--- src/sv/base64_encoder_assert.svh ---
// assertion macros used by the base64 encoder back end
`ifndef BASE64_ENCODER_ASSERT_SVH
`define BASE64_ENCODER_ASSERT_SVH

// same-cycle implication, sampled on clk_i, off during reset
`define B64E_ASSERT_NOW(lbl, ante, cons, msg) \
  lbl: assert property (@(posedge clk_i) disable iff (!rst_ni) (ante) |-> (cons)) \
    else $error(msg);

// next-cycle implication, sampled on clk_i, off during reset
`define B64E_ASSERT_NEXT(lbl, ante, cons, msg) \
  lbl: assert property (@(posedge clk_i) disable iff (!rst_ni) (ante) |=> (cons)) \
    else $error(msg);

`endif

--- src/sv/b64e_pkg.sv ---
// shared types, constants and alphabet lookup of the base64 encoder
package b64e_pkg;

  // default number of entries in the job queue
  localparam int unsigned QueueDepthDefault = 2;

  // ascii '=' used for padding
  localparam logic [6:0] PadChar = 7'h3D;

  // one encoded job: up to four characters produced by one input byte
  typedef struct packed {
    logic            fin;   // job closes the message
    logic [1:0]      cnt;   // number of characters minus one
    logic [3:0]      pad;   // slot holds a pad character
    logic [3:0][5:0] sym;   // six-bit symbol of each slot
  } job_t;

  // six-bit symbol to ascii character of the standard alphabet
  function automatic logic [6:0] b64_char(input logic [5:0] s);
    logic [6:0] c;
    case (s) inside
      [6'd0:6'd25]:  c = {1'b0, s} + 7'h41;
      [6'd26:6'd51]: c = {1'b0, s} + 7'd71;
      [6'd52:6'd61]: c = {1'b0, s} - 7'd4;
      6'd62:         c = 7'h2B;
      default:       c = 7'h2F;
    endcase
    return c;
  endfunction

endpackage

--- src/sv/b64e_front.sv ---
// front end: accepts bytes, tracks the group position and builds character jobs
module b64e_front (
  input  logic           clk_i,
  input  logic           rst_ni,
  input  logic           in_valid_i,
  output logic           in_ready_o,
  input  logic [7:0]     data_byte_i,
  input  logic           final_byte_i,
  input  logic           q_full_i,
  output logic           push_o,
  output b64e_pkg::job_t job_o
);

  typedef enum logic [1:0] {
    PhFirst,
    PhSecond,
    PhThird
  } phase_e;

  phase_e     phase_q, phase_d;
  logic [3:0] left_q, left_d;

  // a byte is taken whenever the queue has room
  assign in_ready_o = !q_full_i;
  assign push_o     = in_valid_i && !q_full_i;

  // split the byte into symbols for the current group position
  always_comb begin
    job_o     = '0;
    job_o.fin = final_byte_i;
    phase_d   = phase_q;
    left_d    = left_q;
    case (phase_q)
      PhSecond: begin
        job_o.sym[0] = {left_q[1:0], data_byte_i[7:4]};
        job_o.cnt    = 2'd0;
        left_d       = data_byte_i[3:0];
        phase_d      = PhThird;
        if (final_byte_i) begin
          job_o.sym[1] = {data_byte_i[3:0], 2'b00};
          job_o.pad[2] = 1'b1;
          job_o.cnt    = 2'd2;
        end
      end
      PhThird: begin
        job_o.sym[0] = {left_q, data_byte_i[7:6]};
        job_o.sym[1] = data_byte_i[5:0];
        job_o.cnt    = 2'd1;
        left_d       = 4'd0;
        phase_d      = PhFirst;
      end
      default: begin
        job_o.sym[0] = data_byte_i[7:2];
        job_o.cnt    = 2'd0;
        left_d       = {2'b00, data_byte_i[1:0]};
        phase_d      = PhSecond;
        if (final_byte_i) begin
          job_o.sym[1] = {data_byte_i[1:0], 4'b0000};
          job_o.pad[2] = 1'b1;
          job_o.pad[3] = 1'b1;
          job_o.cnt    = 2'd3;
        end
      end
    endcase
    // end of message restarts the group
    if (final_byte_i) begin
      phase_d = PhFirst;
      left_d  = 4'd0;
    end
  end

  // group position and leftover bits
  always_ff @(posedge clk_i or negedge rst_ni) begin
    if (!rst_ni) begin
      phase_q <= PhFirst;
      left_q  <= 4'd0;
    end else if (push_o) begin
      phase_q <= phase_d;
      left_q  <= left_d;
    end
  end

endmodule

--- src/sv/b64e_queue.sv ---
// short job queue between the front and back ends
module b64e_queue #(
  parameter int unsigned Depth = b64e_pkg::QueueDepthDefault
) (
  input  logic           clk_i,
  input  logic           rst_ni,
  input  logic           push_i,
  input  b64e_pkg::job_t push_job_i,
  output logic           full_o,
  input  logic           pop_i,
  output logic           head_valid_o,
  output b64e_pkg::job_t head_job_o
);

  localparam int unsigned PtrW = (Depth > 1) ? $clog2(Depth) : 1;
  localparam int unsigned CntW = $clog2(Depth + 1);

  b64e_pkg::job_t store_q [Depth];
  logic [PtrW-1:0] wr_q, wr_d, rd_q, rd_d;
  logic [CntW-1:0] cnt_q, cnt_d;

  assign full_o       = (cnt_q == CntW'(Depth));
  assign head_valid_o = (cnt_q != '0);
  assign head_job_o   = store_q[rd_q];

  // pointer wrap and fill count
  always_comb begin
    wr_d  = wr_q;
    rd_d  = rd_q;
    cnt_d = cnt_q;
    if (push_i) begin
      wr_d = (wr_q == PtrW'(Depth - 1)) ? '0 : wr_q + 1'b1;
    end
    if (pop_i) begin
      rd_d = (rd_q == PtrW'(Depth - 1)) ? '0 : rd_q + 1'b1;
    end
    if (push_i && !pop_i) begin
      cnt_d = cnt_q + 1'b1;
    end else if (pop_i && !push_i) begin
      cnt_d = cnt_q - 1'b1;
    end
  end

  // control state
  always_ff @(posedge clk_i or negedge rst_ni) begin
    if (!rst_ni) begin
      wr_q  <= '0;
      rd_q  <= '0;
      cnt_q <= '0;
    end else begin
      wr_q  <= wr_d;
      rd_q  <= rd_d;
      cnt_q <= cnt_d;
    end
  end

  // job storage
  always_ff @(posedge clk_i) begin
    if (push_i) begin
      store_q[wr_q] <= push_job_i;
    end
  end

endmodule

--- src/sv/b64e_back.sv ---
// back end: walks each job and sends one character per transfer
`include "base64_encoder_assert.svh"

module b64e_back (
  input  logic           clk_i,
  input  logic           rst_ni,
  input  logic           head_valid_i,
  input  b64e_pkg::job_t head_job_i,
  output logic           pop_o,
  output logic           out_valid_o,
  input  logic           out_ready_i,
  output logic [6:0]     out_char_o,
  output logic           last_char_o
);

  logic [1:0] idx_q, idx_d;
  logic       valid_q, valid_d;
  logic [6:0] char_q;
  logic       last_q;
  logic       emit;
  logic       job_done;
  logic [6:0] char_next;

  // one character leaves the job whenever the output register is free
  assign emit      = head_valid_i && (!valid_q || out_ready_i);
  assign job_done  = (idx_q == head_job_i.cnt);
  assign pop_o     = emit && job_done;
  assign char_next = head_job_i.pad[idx_q] ? b64e_pkg::PadChar
                                           : b64e_pkg::b64_char(head_job_i.sym[idx_q]);

  // slot index and output valid
  always_comb begin
    idx_d   = idx_q;
    valid_d = valid_q;
    if (emit) begin
      idx_d   = job_done ? 2'd0 : idx_q + 2'd1;
      valid_d = 1'b1;
    end else if (out_ready_i) begin
      valid_d = 1'b0;
    end
  end

  always_ff @(posedge clk_i or negedge rst_ni) begin
    if (!rst_ni) begin
      idx_q   <= 2'd0;
      valid_q <= 1'b0;
    end else begin
      idx_q   <= idx_d;
      valid_q <= valid_d;
    end
  end

  // output payload
  always_ff @(posedge clk_i) begin
    if (emit) begin
      char_q <= char_next;
      last_q <= head_job_i.fin && job_done;
    end
  end

  assign out_valid_o = valid_q;
  assign out_char_o  = char_q;
  assign last_char_o = last_q;

  `B64E_ASSERT_NOW(a_idx_in_job, head_valid_i, idx_q <= head_job_i.cnt, "slot index past job end")
  `B64E_ASSERT_NOW(a_idx_rest, !head_valid_i, idx_q == 2'd0, "slot index not reset between jobs")
  `B64E_ASSERT_NEXT(a_last_sent, emit && job_done && head_job_i.fin, valid_q && last_q, "message end not flagged")

endmodule

--- src/sv/base64_encoder.sv ---
// a byte accepted on the input passes through the job queue storage and the
// output character register before its first character is offered
// throughput: one byte accepted per cycle while the job queue has room
// the back end sends one character per cycle while the output is ready; a byte gives
// 1 to 4 characters (four per three-byte group, near 1.33 per byte on long messages)
// reset: asynchronous active low, clears group position, queue pointers and output valid
module base64_encoder #(
  parameter int unsigned QueueDepth = b64e_pkg::QueueDepthDefault
) (
  input  logic       clk_i,
  input  logic       rst_ni,
  input  logic       s_axis_tvalid_i,
  output logic       s_axis_tready_o,
  input  logic [7:0] s_axis_tdata_i,   // [7:0] data_byte
  input  logic       s_axis_tlast_i,   // final_byte
  output logic       m_axis_tvalid_o,
  input  logic       m_axis_tready_i,
  output logic [7:0] m_axis_tdata_o,   // [6:0] out_char, [7] zero fill
  output logic       m_axis_tlast_o    // last_char
);

  logic           q_full;
  logic           push;
  b64e_pkg::job_t push_job;
  logic           pop;
  logic           head_valid;
  b64e_pkg::job_t head_job;
  logic [6:0]     out_char;

  // byte intake and job build
  b64e_front u_front (
    .clk_i        (clk_i),
    .rst_ni       (rst_ni),
    .in_valid_i   (s_axis_tvalid_i),
    .in_ready_o   (s_axis_tready_o),
    .data_byte_i  (s_axis_tdata_i),
    .final_byte_i (s_axis_tlast_i),
    .q_full_i     (q_full),
    .push_o       (push),
    .job_o        (push_job)
  );

  // decoupling queue
  b64e_queue #(
    .Depth (QueueDepth)
  ) u_queue (
    .clk_i        (clk_i),
    .rst_ni       (rst_ni),
    .push_i       (push),
    .push_job_i   (push_job),
    .full_o       (q_full),
    .pop_i        (pop),
    .head_valid_o (head_valid),
    .head_job_o   (head_job)
  );

  // character output
  b64e_back u_back (
    .clk_i        (clk_i),
    .rst_ni       (rst_ni),
    .head_valid_i (head_valid),
    .head_job_i   (head_job),
    .pop_o        (pop),
    .out_valid_o  (m_axis_tvalid_o),
    .out_ready_i  (m_axis_tready_i),
    .out_char_o   (out_char),
    .last_char_o  (m_axis_tlast_o)
  );

  assign m_axis_tdata_o = {1'b0, out_char};

endmodule
--- config.mk ---
export PLATFORM = sky130hd
export DESIGN_NAME = base64_encoder
export DESIGN_NICKNAME = d
export VERILOG_FILES = /design/src/sv/b64e_pkg.sv /design/src/sv/b64e_front.sv /design/src/sv/b64e_queue.sv /design/src/sv/b64e_back.sv /design/src/sv/base64_encoder.sv
export VERILOG_INCLUDE_DIRS = /design/src /design/src/sv
export SDC_FILE = /design/constraint.sdc
export NUM_CORES = 1
export LEC_CHECK = 0
export ABC_AREA = 0
export ABC_CLOCK_PERIOD_IN_PS = 4500
export BUFFER_PORTS_ARGS = -buffer_cell sky130_fd_sc_hd__buf_2
export CORE_MARGIN = 4
export CORE_UTILIZATION = 38
export DETAILED_ROUTE_END_ITERATION = 10
export SLEW_MARGIN = 40
export SYNTH_ARGS = -nofsm -noshare
export SYNTH_HDL_FRONTEND = slang
export SYNTH_HIERARCHICAL = 1
export SYNTH_SLANG_ARGS = --single-unit
export TNS_END_PERCENT = 1
--- constraint.sdc ---
create_clock -name clk_i -period 4.5 [get_ports clk_i]
set_input_delay 0 -clock clk_i [delete_from_list [all_inputs] [get_ports clk_i]]
set_output_delay 0 -clock clk_i [all_outputs]
set_load 0.005 [all_outputs]
# Yosys cells after proc, flatten, opt, wreduce, memory -nomap -nowiden

Memory sizes are Yosys's and may differ from the RTL's.
Cells that the tools add are included.

Add/subtract/negate cells: 8
Order comparisons: 7
Eq/ne operators: 5
Multiplexer cells: 30
Reductions and logical operators: 18

Operators by type and width:

| kind                                                                                 | number |
|---|---|
| 12-bit one-hot mux with 2 select lines                                               | 1 |
| 7-bit two-way mux                                                                    | 3 |
| 6-bit two-way mux                                                                    | 3 |
| 6-bit by 7-bit adder with 7-bit output (second input constant)                       | 2 |
| 6-bit binary-select mux with 2-bit select                                            | 1 |
| 6-bit <= comparator (second input constant)                                          | 2 |
| 2-bit two-way mux                                                                    | 5 |
| 1-bit logical AND                                                                    | 9 |
| 1-bit two-way mux                                                                    | 9 |
| 4-bit two-way mux                                                                    | 2 |
| 2-bit one-hot mux with 2 select lines                                                | 2 |
| 4-bit one-hot mux with 2 select lines                                                | 1 |
| 6-bit by 3-bit subtractor with 7-bit output (second input constant)                  | 1 |
| 6-bit equality test (second input constant)                                          | 1 |
| 6-bit by 1-bit greater-or-equal comparator with 1-bit output (second input constant) | 1 |
| 6-bit by 5-bit greater-or-equal comparator with 1-bit output (second input constant) | 1 |
| 6-bit greater-or-equal comparator (second input constant)                            | 1 |
| 6-bit by 5-bit <= comparator with 1-bit output (second input constant)               | 1 |
| 2-bit nonzero test                                                                   | 3 |
| 2-bit by 1-bit adder with 2-bit output (second input constant)                       | 2 |
| 2-bit equality test (second input constant)                                          | 2 |
| 1-bit zero test                                                                      | 4 |
| 2-bit by 3-bit less-than comparator with 1-bit output (second input constant)        | 1 |
| 3-bit two-way mux                                                                    | 1 |
| 8 further kinds                                                                      | 9 |

Register bits after elaboration: 21
Memory bits (writable): 34
Input port bits: 13
Word-level logic and storage cells: 78
Memories kept: 1

Memory list:

| memory          | depth | bits a word | rd ports | clocked after Yosys merged registers in | write ports | line             | source |
|---|---|---|---|---|---|---|---|
| u_queue.store_q | 2     | 17          | 1        | 0                                       | 1           | b64e_queue.sv:18 | `b64e_pkg::job_t store_q [Depth];` |

# Logic depth before layout (Yosys ltp)

Gate-level depths: netlist of the first run.
An unclocked memory read counts as a cell.

Word-level depth: 8
Gate-level depth with buffers: 13
Mapped depth without buffers: 11

# By module

Netlist of the first run, hierarchy kept.

Modules (own cells, without submodules):

| module         | instances | cells each | area an instance (µm²) | seq. area each (µm²) |
|---|---|---|---|---|
| b64e_queue     | 1         | 113        | 2,580.0                | 1,961.9 |
| b64e_back      | 1         | 114        | 1,167.4                | 315.3 |
| b64e_front     | 1         | 85         | 683.2                  | 150.1 |
| base64_encoder | 1         | 2          | 11.3                   | 0.0 |

# Least setup slack after synthesis of the first run

Ideal clock, no wire load.

Kind: register -> register
Start point: register u_queue.rd_q
End point: register u_back.char_q[4], in the netlist u_back/out_char_o[4], data pin
Arrival time: 3.193 ns
Path slack: 1.045 ns
Cell stages (with the launch flop): 11
Cell sequence: dfrtp_1 -> buf_6 -> buf_12 -> mux2_4 -> mux4_1 -> ha_1 -> or4_2 -> a31oi_1 -> nor2_1 -> a221oi_1 -> o21bai_1

RTL lines:

| what                   | line             | source |
|---|---|---|
| from (decl)            | b64e_queue.sv:19 | `logic [PtrW-1:0] wr_q, wr_d, rd_q, rd_d;` |
| from (signal assigned) | b64e_queue.sv:52 | `rd_q <= rd_d;` |
| to (signal assigned)   | b64e_back.sv:56  | `char_q <= char_next;` |
| to (decl)              | b64e_back.sv:18  | `logic [6:0] char_q;` |

==> flow_metrics.tcl, run 1 <==
set metrics [dict create \
    period_needed_ns 3.91 \
    cpMostUsedCell "mux2_4" \
    seq_power_share_pct 32.9 \
    routed_wl_um 7490 \
    syn_inst 314 \
    die_h_um 116 \
    internal_power_uw 2490 \
    power_density_mw_per_mm2 797 \
    critPathBufInv 2 \
    vias_per_cell 5.12 \
    overflow 0 \
    clock_skew_ns 0.00783 \
    crit_path_max_fanout 12 \
    worstPathCellList "buf_4 -> mux2_4 -> mux2_4 -> mux2i_4 -> inv_2 -> ha_1 -> or4_2 -> a31oi_1 -> nor2_1 -> a221oi_1 -> o21bai_1" \
    remaining_drc_errors 0 \
    dr.pass1.iters 4 \
    critPathTopFamily "multiplexers" \
    setup_viol 0 \
    p_leak_uw 0.00192 \
    vias 2529 \
    cts.sinks 83 \
    syn_area_mm2 0.00444 \
    ir_worst_vdd_v 0.000422 \
    dieArea_mm2 0.0135 \
    gp_congestion 0.909 \
    synth_seq_cells 83 \
    hold_class "input pin to flop" \
    grt_max_degree 32 \
    core_region_area_mm2 0.0114 \
    layout_common_cells "edfxtp_1 (70), mux2_4 (30), buf_2 (22)" \
    drt_iter0_drc 180 \
    ys.flop_type "edfxtp_1" \
    critical_path_class "flop to flop" \
    drive_gt1_share_pct 26.2 \
    cts_tree "built" \
    first_global_vias 2534 \
    relSlewSlack_pct 54.0 \
    hpwl_um 5250 \
    postSynthAreaPerCell_um2 14.1 \
    fmaxAchievable_mhz 256 \
    yosys_warnings 6 \
    clk_path_buf_depth 2 \
    placementRows 39 \
    drt-wirelength-per-cell_um 15.2 \
    synth-edff-count 70 \
    finalHoldViolCount 0 \
    crit_path_start_kind "flop" \
    tns_ns 0 \
    critPathCaptureType "flop" \
    grt_pass1_wl_um 12400 \
    io-pin-count 24 \
    synth_cell_types 57 \
    ys_seq_area_share_pct 54.6 \
    syn_to_final_growth_pct 11.9 \
    slew_viol_final 0 \
    critPathRequiredTime_ns 4.57 \
    fin_area_mm2 0.00497 \
    clock_latency_ns 0.32 \
    fin_crit_sh_pct 87.0 \
    clockRootBuffer "clkbuf_16" \
    slowest_delay_ns 0.61 \
    track_usage_pct 11.8 \
    swShare_pct 37.2 \
    clk_pin_slew_ns 0.06 \
    crit_slowest_cell "dfrtp_2" \
    final_antenna_net_count 0 \
    layout_commonest_cell "edfxtp_1" \
    cts_max_level 3 \
    portBuffers 22 \
    rsz0062_at_grt "false" \
    critical_path_arrival_ns 3.98 \
    status "complete, no violations" \
    diodes 0 \
    cts_resized 0 \
    grt_antenna_before_repair 0 \
    start_util_pct 38.9 \
    placed_area_mm2 0.00458 \
    synthArstFlopShare_pct 15.7 \
    cts_made_buffers 9 \
    drv_cap 0 \
    num-nets-final 373 \
    tightest_slew_ns 0.690 \
    power_frac_clock_pct 18.2 \
    comb_power_share_pct 48.9 \
    n_fill_cell 1072 \
    power.switching_uw 1480 \
    die_x_um 116 \
]
[state kept, by name (all words and copies together) (netlist names)]
register / count
u_back/idx_q: 2
u_back/out_valid_o: 1
u_front/phase_q: 2
u_front/left_q: 4
u_back/out_char_o: 7
u_queue/cnt_q: 2
u_queue/wr_q: 1
u_back/last_char_o: 1
u_queue/store_q: 62
u_queue/rd_q: 1
[cell usage after synthesis (2+ instances only)]
cell       number  share of area (%)
o21ai_0        16                1.8
edfxtp_1       70                 47
nand3_1         6               0.68
nand2b_1        3               0.42
mux2_4         30                 10
mux4_1          4                2.4
a21o_1          2               0.34
a21oi_1         6               0.68
mux2_2          4                1.0
xor2_1          6                1.2
inv_1          10               0.85
nand2_1        17                1.4
nor2b_1         4               0.56
buf_2           5               0.56
mux4_2          2                1.0
buf_12          3                1.4
or2_2           3               0.42
buf_6           3               0.76
nand4b_1        2               0.39
buf_4          16                2.7
o2bb2ai_1       4               0.79
and2_1          5               0.70
conb_1          2               0.17
nand3b_1        7                1.2
nor2_1         12                1.0
nor4_1          3               0.42
a311o_1         3               0.68
dfrtp_1        13                7.3
xnor2_1         3               0.59
ha_1           14                3.9
a31oi_1         2               0.28
a32oi_1         2               0.39
nand4bb_1       2               0.51
a22oi_1         6                1.0
o21bai_1        2               0.34
[cells by family after synthesis]
group / share of synthesized area, %
buf+inv: 6.39
flops: 54.6
xor+xnor: 1.77
mux: 15.0
compound gates: 8.06
simple gates: 9.97
fa+ha+maj: 3.94
other cells: 0.169
[cell type report]
class / instances / area [um^2] / area share (%)
flip-flops and latches: 83 / 2430 / 48.9
multi-input cells: 205 / 1780 / 35.9
repair buffers: 36 / 238 / 4.78
clock buffers: 9 / 225 / 4.53
well taps: 143 / 179 / 3.60
clock inverters: 7 / 76.3 / 1.54
inverters: 11 / 41.3 / 0.831
[worst reg2reg max path: stages, from the launching register on]
cell and delay [ns]:
dfrtp_2 0.61, buf_4 0.30, mux2_4 0.31, mux2_4 0.27
mux2i_4 0.25, inv_2 0.12, ha_1 0.25, or4_2 0.61
a31oi_1 0.36, nor2_1 0.18, a221oi_1 0.30, o21bai_1 0.11
[layer usage]
metal / part of all wire [%] / up-vias / global-route usage (%)
li1: - / 1231 / -
met1: 48 / 1240 / 15.4
met2: 48 / 51 / 19.5
met3: 3.4 / 7 / 3.47
met4: 0.84 / 0 / 2.94
met5: 0 / - / 0
[repair_timing]
item	in CTS	in global routing
setup buffers	0	0
hold endpoints to repair	18	0
hold buffers	9	0
endpoints found under the setup margin	0	0
[power by group through the flow]
stage	logic [uW]	registers [uW]	clock network, uW
6_report	1940	1300	720
5_1_grt	2140	1330	776
3_3_place_gp	1910	1320	0
2_1_floorplan	1640	1260	0
4_1_cts	1940	1310	739
3_5_place_dp	1920	1320	0
[through the flow]
stage               total power, uW  hold WS, ns  std cells  setup WS [ns]  utilization, %
finish                         3960       0.0253        494          0.587            43.5
global route                   4250       0.0296        494          0.322            43.5
CTS                            3990      0.00774        494          0.614            43.5
detailed placement             3240      -0.0863        469          0.627            40.1
global placement               3230      -0.0852        469          0.721            40.1
floorplan                      2900       -0.296        327           1.04               -
[final timing paths]
| kind | start | slack, ns | cells after the start | to |
|---|---|---|---|---|
| max | u_queue/rd_q | 0.59 | 11 | u_back/out_char_o[4] |
| min | s_axis_tvalid_i | 0.03 | 3 | u_front/left_q[2] |
| max reg2reg | u_queue/rd_q | 0.59 | 11 | u_back/out_char_o[4] |
| min reg2reg | u_queue/cnt_q[1] | 0.48 | 1 | u_queue/cnt_q[1] |
| max in group asynchronous | rst_ni | 4.15 | 2 | u_queue/rd_q |
| min in group asynchronous | rst_ni | 0.09 | 2 | u_queue/wr_q |
Power figures use the tool's default switching activity.
==> run 2, diff against run 1 <==
--- a/config.mk
+++ b/config.mk
@@ -9,10 +9,14 @@
 export ABC_AREA = 0
 export ABC_CLOCK_PERIOD_IN_PS = 4500
 export BUFFER_PORTS_ARGS = -buffer_cell sky130_fd_sc_hd__buf_2
+export CELL_PAD_IN_SITES_DETAIL_PLACEMENT = 1
+export CELL_PAD_IN_SITES_GLOBAL_PLACEMENT = 1
 export CORE_MARGIN = 4
 export CORE_UTILIZATION = 38
 export DETAILED_ROUTE_END_ITERATION = 10
-export SLEW_MARGIN = 40
+export HOLD_SLACK_MARGIN = 0.15
+export PLACE_DENSITY_LB_ADDON = 0.1
+export SLEW_MARGIN = 20
 export SYNTH_ARGS = -nofsm -noshare
 export SYNTH_HDL_FRONTEND = slang
 export SYNTH_HIERARCHICAL = 1
==> run 2 against run 1 <==
- critical path depth decreased by 3
- critical endpoint unchanged
- power up 1.6%
- clock-buffer cell count increased by 6
- flip-flop and latch count unchanged
- via count rose by 2.7%
- first-iteration DRC count is 29% lower
- global-route usage grew 2.8 points
- utilization grew 0.65 points
- sequential power hardly changed
==> flow_metrics.tcl, run 2 (synthesis gave the netlist of run 1 again) <==
set metrics [dict create \
    clockRootBuffer "clkbuf_16" \
    power_density_mw_per_mm2 798 \
    clock_latency_ns 0.34 \
    gp_congestion 0.830 \
    dieArea_mm2 0.0135 \
    crit_path_max_fanout 21 \
    top_register "u_queue/store_q" \
    remaining_drc_errors 0 \
    grt_max_degree 32 \
    power_uw 4020 \
    n_fill_cell 1178 \
    final-seq-area_mm2 0.00243 \
    portBuffers 22 \
    worstPathCellList "mux2_4 -> mux4_1 -> ha_1 -> or4_2 -> a31oi_1 -> nor2_1 -> a221oi_1 -> o21bai_1" \
    grt_pass1_wl_um 14800 \
    swShare_pct 37.9 \
    die_h_um 116 \
    critPathCaptureType "flop" \
    tns_ns 0 \
    setup_viol 0 \
    finalHoldViolCount 0 \
    crit_path_start_kind "flop" \
    routed_wl_um 8800 \
    comb_power_share_pct 49.3 \
    fmaxAchievable_mhz 255 \
    internal_power_uw 2500 \
    drv_cap 0 \
    cts_made_buffers 9 \
    drt-wirelength-per-cell_um 17.5 \
    hpwl_um 6050 \
    power.switching_uw 1530 \
    post-route-util_pct 44.2 \
    track_usage_pct 14.6 \
    rsz0062_at_grt "false" \
    vias_per_cell 5.17 \
    cts_max_level 3 \
    clk_path_buf_depth 2 \
    fin_area_mm2 0.00504 \
    seq_power_share_pct 33.0 \
    core_region_area_mm2 0.0114 \
    power_frac_clock_pct 17.7 \
    clk_pin_slew_ns 0.06 \
    die_x_um 116 \
    num-nets-final 381 \
    wl_met2_um 4300 \
    fin_crit_sh_pct 87.2 \
    post-cts-setup-buffers 0 \
    slowest_delay_ns 0.77 \
    overflow 0 \
    cts_tree "built" \
    vias 2597 \
    diodes 0 \
    p_leak_uw 0.00195 \
    drive_gt1_share_pct 25.1 \
    wl_met1_um 3910 \
    placed_area_mm2 0.00457 \
    ir_worst_vdd_v 0.000432 \
    critical_path_class "flop to flop" \
    start_util_pct 38.9 \
    tightest_slew_ns 0.692 \
    grt_antenna_before_repair 0 \
    first_global_vias 2763 \
    dr.pass1.iters 4 \
    syn_to_final_growth_pct 13.5 \
    drt_iter0_drc 128 \
    crit_slowest_cell "dfrtp_2" \
    placementRows 39 \
    final_antenna_net_count 0 \
    status "complete, no violations" \
    io-pin-count 24 \
    top_layer "met4" \
    critPathRequiredTime_ns 4.59 \
    layout_commonest_cell "edfxtp_1" \
    clock_skew_ns 0.00603 \
    slew_viol_final 0 \
    layout_common_cells "edfxtp_1 (70), mux2_4 (30), buf_2 (22)" \
    relSlewSlack_pct 53.8 \
    met3_length_um 290 \
    whs_ns 0.490 \
    period_needed_ns 3.92 \
    multi_input_area_mm2 0.00178 \
    critical_path_arrival_ns 4.01 \
    largest_reg_flops 62 \
    hold_class "input pin to flop" \
    cts.sinks 83 \
]
## run 2: per-stage QoR
step | std cells | setup slack, ns
after floorplan | 327 | 1.04
after global placement | 468 | 0.622
after detailed placement | 468 | 0.574
after CTS | 502 | 0.559
after global routing | 502 | 0.221
final | 502 | 0.576
## run 2: worst max-delay path: cells and delay by family (launching register included)
| kind | cells | cell delay (ns) |
|---|---|---|
| AO/OA/AOI/OAI | 3 | 0.76 |
| AND/OR/NAND/NOR | 2 | 0.83 |
| flip-flops | 1 | 0.77 |
| adder cells (fa/ha/maj) | 1 | 0.30 |
| multiplexers | 2 | 0.99 |
## run 2: power groups by stage
| stage | clock, uW | combinational [uW] | sequential [uW] |
|---|---|---|---|
| after floorplan | 0 | 1640 | 1260 |
| after global placement | 0 | 1970 | 1340 |
| after detailed placement | 0 | 1980 | 1350 |
| after CTS | 739 | 2010 | 1340 |
| after global routing | 773 | 2230 | 1360 |
| final | 714 | 1980 | 1330 |
## run 2: path summary, 6_finish.rpt
check	end	cells after the start	slack, ns	from
max reg2reg	u_back/out_char_o[4]	8	0.58	u_queue/rd_q
max in group asynchronous	u_queue/rd_q	3	3.27	rst_ni
max	u_back/out_char_o[4]	8	0.58	u_queue/rd_q
min in group asynchronous	u_front/phase_q[1]	3	0.76	rst_ni
min	u_back/out_valid_o	4	0.49	m_axis_tready_i
min reg2reg	u_front/left_q[2]	1	0.49	u_front/left_q[2]
## run 2: layout make-up
cell class / instances / area share, %
clock buffer: 15 / 5.71
multi-input combinational: 205 / 35.3
tap: 143 / 3.55
sequential: 83 / 48.2
clock inverter: 1 / 0.0992
inverter: 11 / 0.819
timing repair buffer: 44 / 6.35
## run 2: what timing repair did
| item | CTS | global route |
|---|---|---|
| hold buffers | 18 | 0 |
| resized for setup | 0 | 0 |
| hold endpoints to repair | 46 | 0 |
| endpoints found under the setup margin | 0 | 0 |
## run 2: metal layers
layer	up-vias	GRT usage, %
li1	1236	-
met5	-	0
met4	0	7.66
met1	1294	18.5
met3	21	3.58
met2	46	23.4
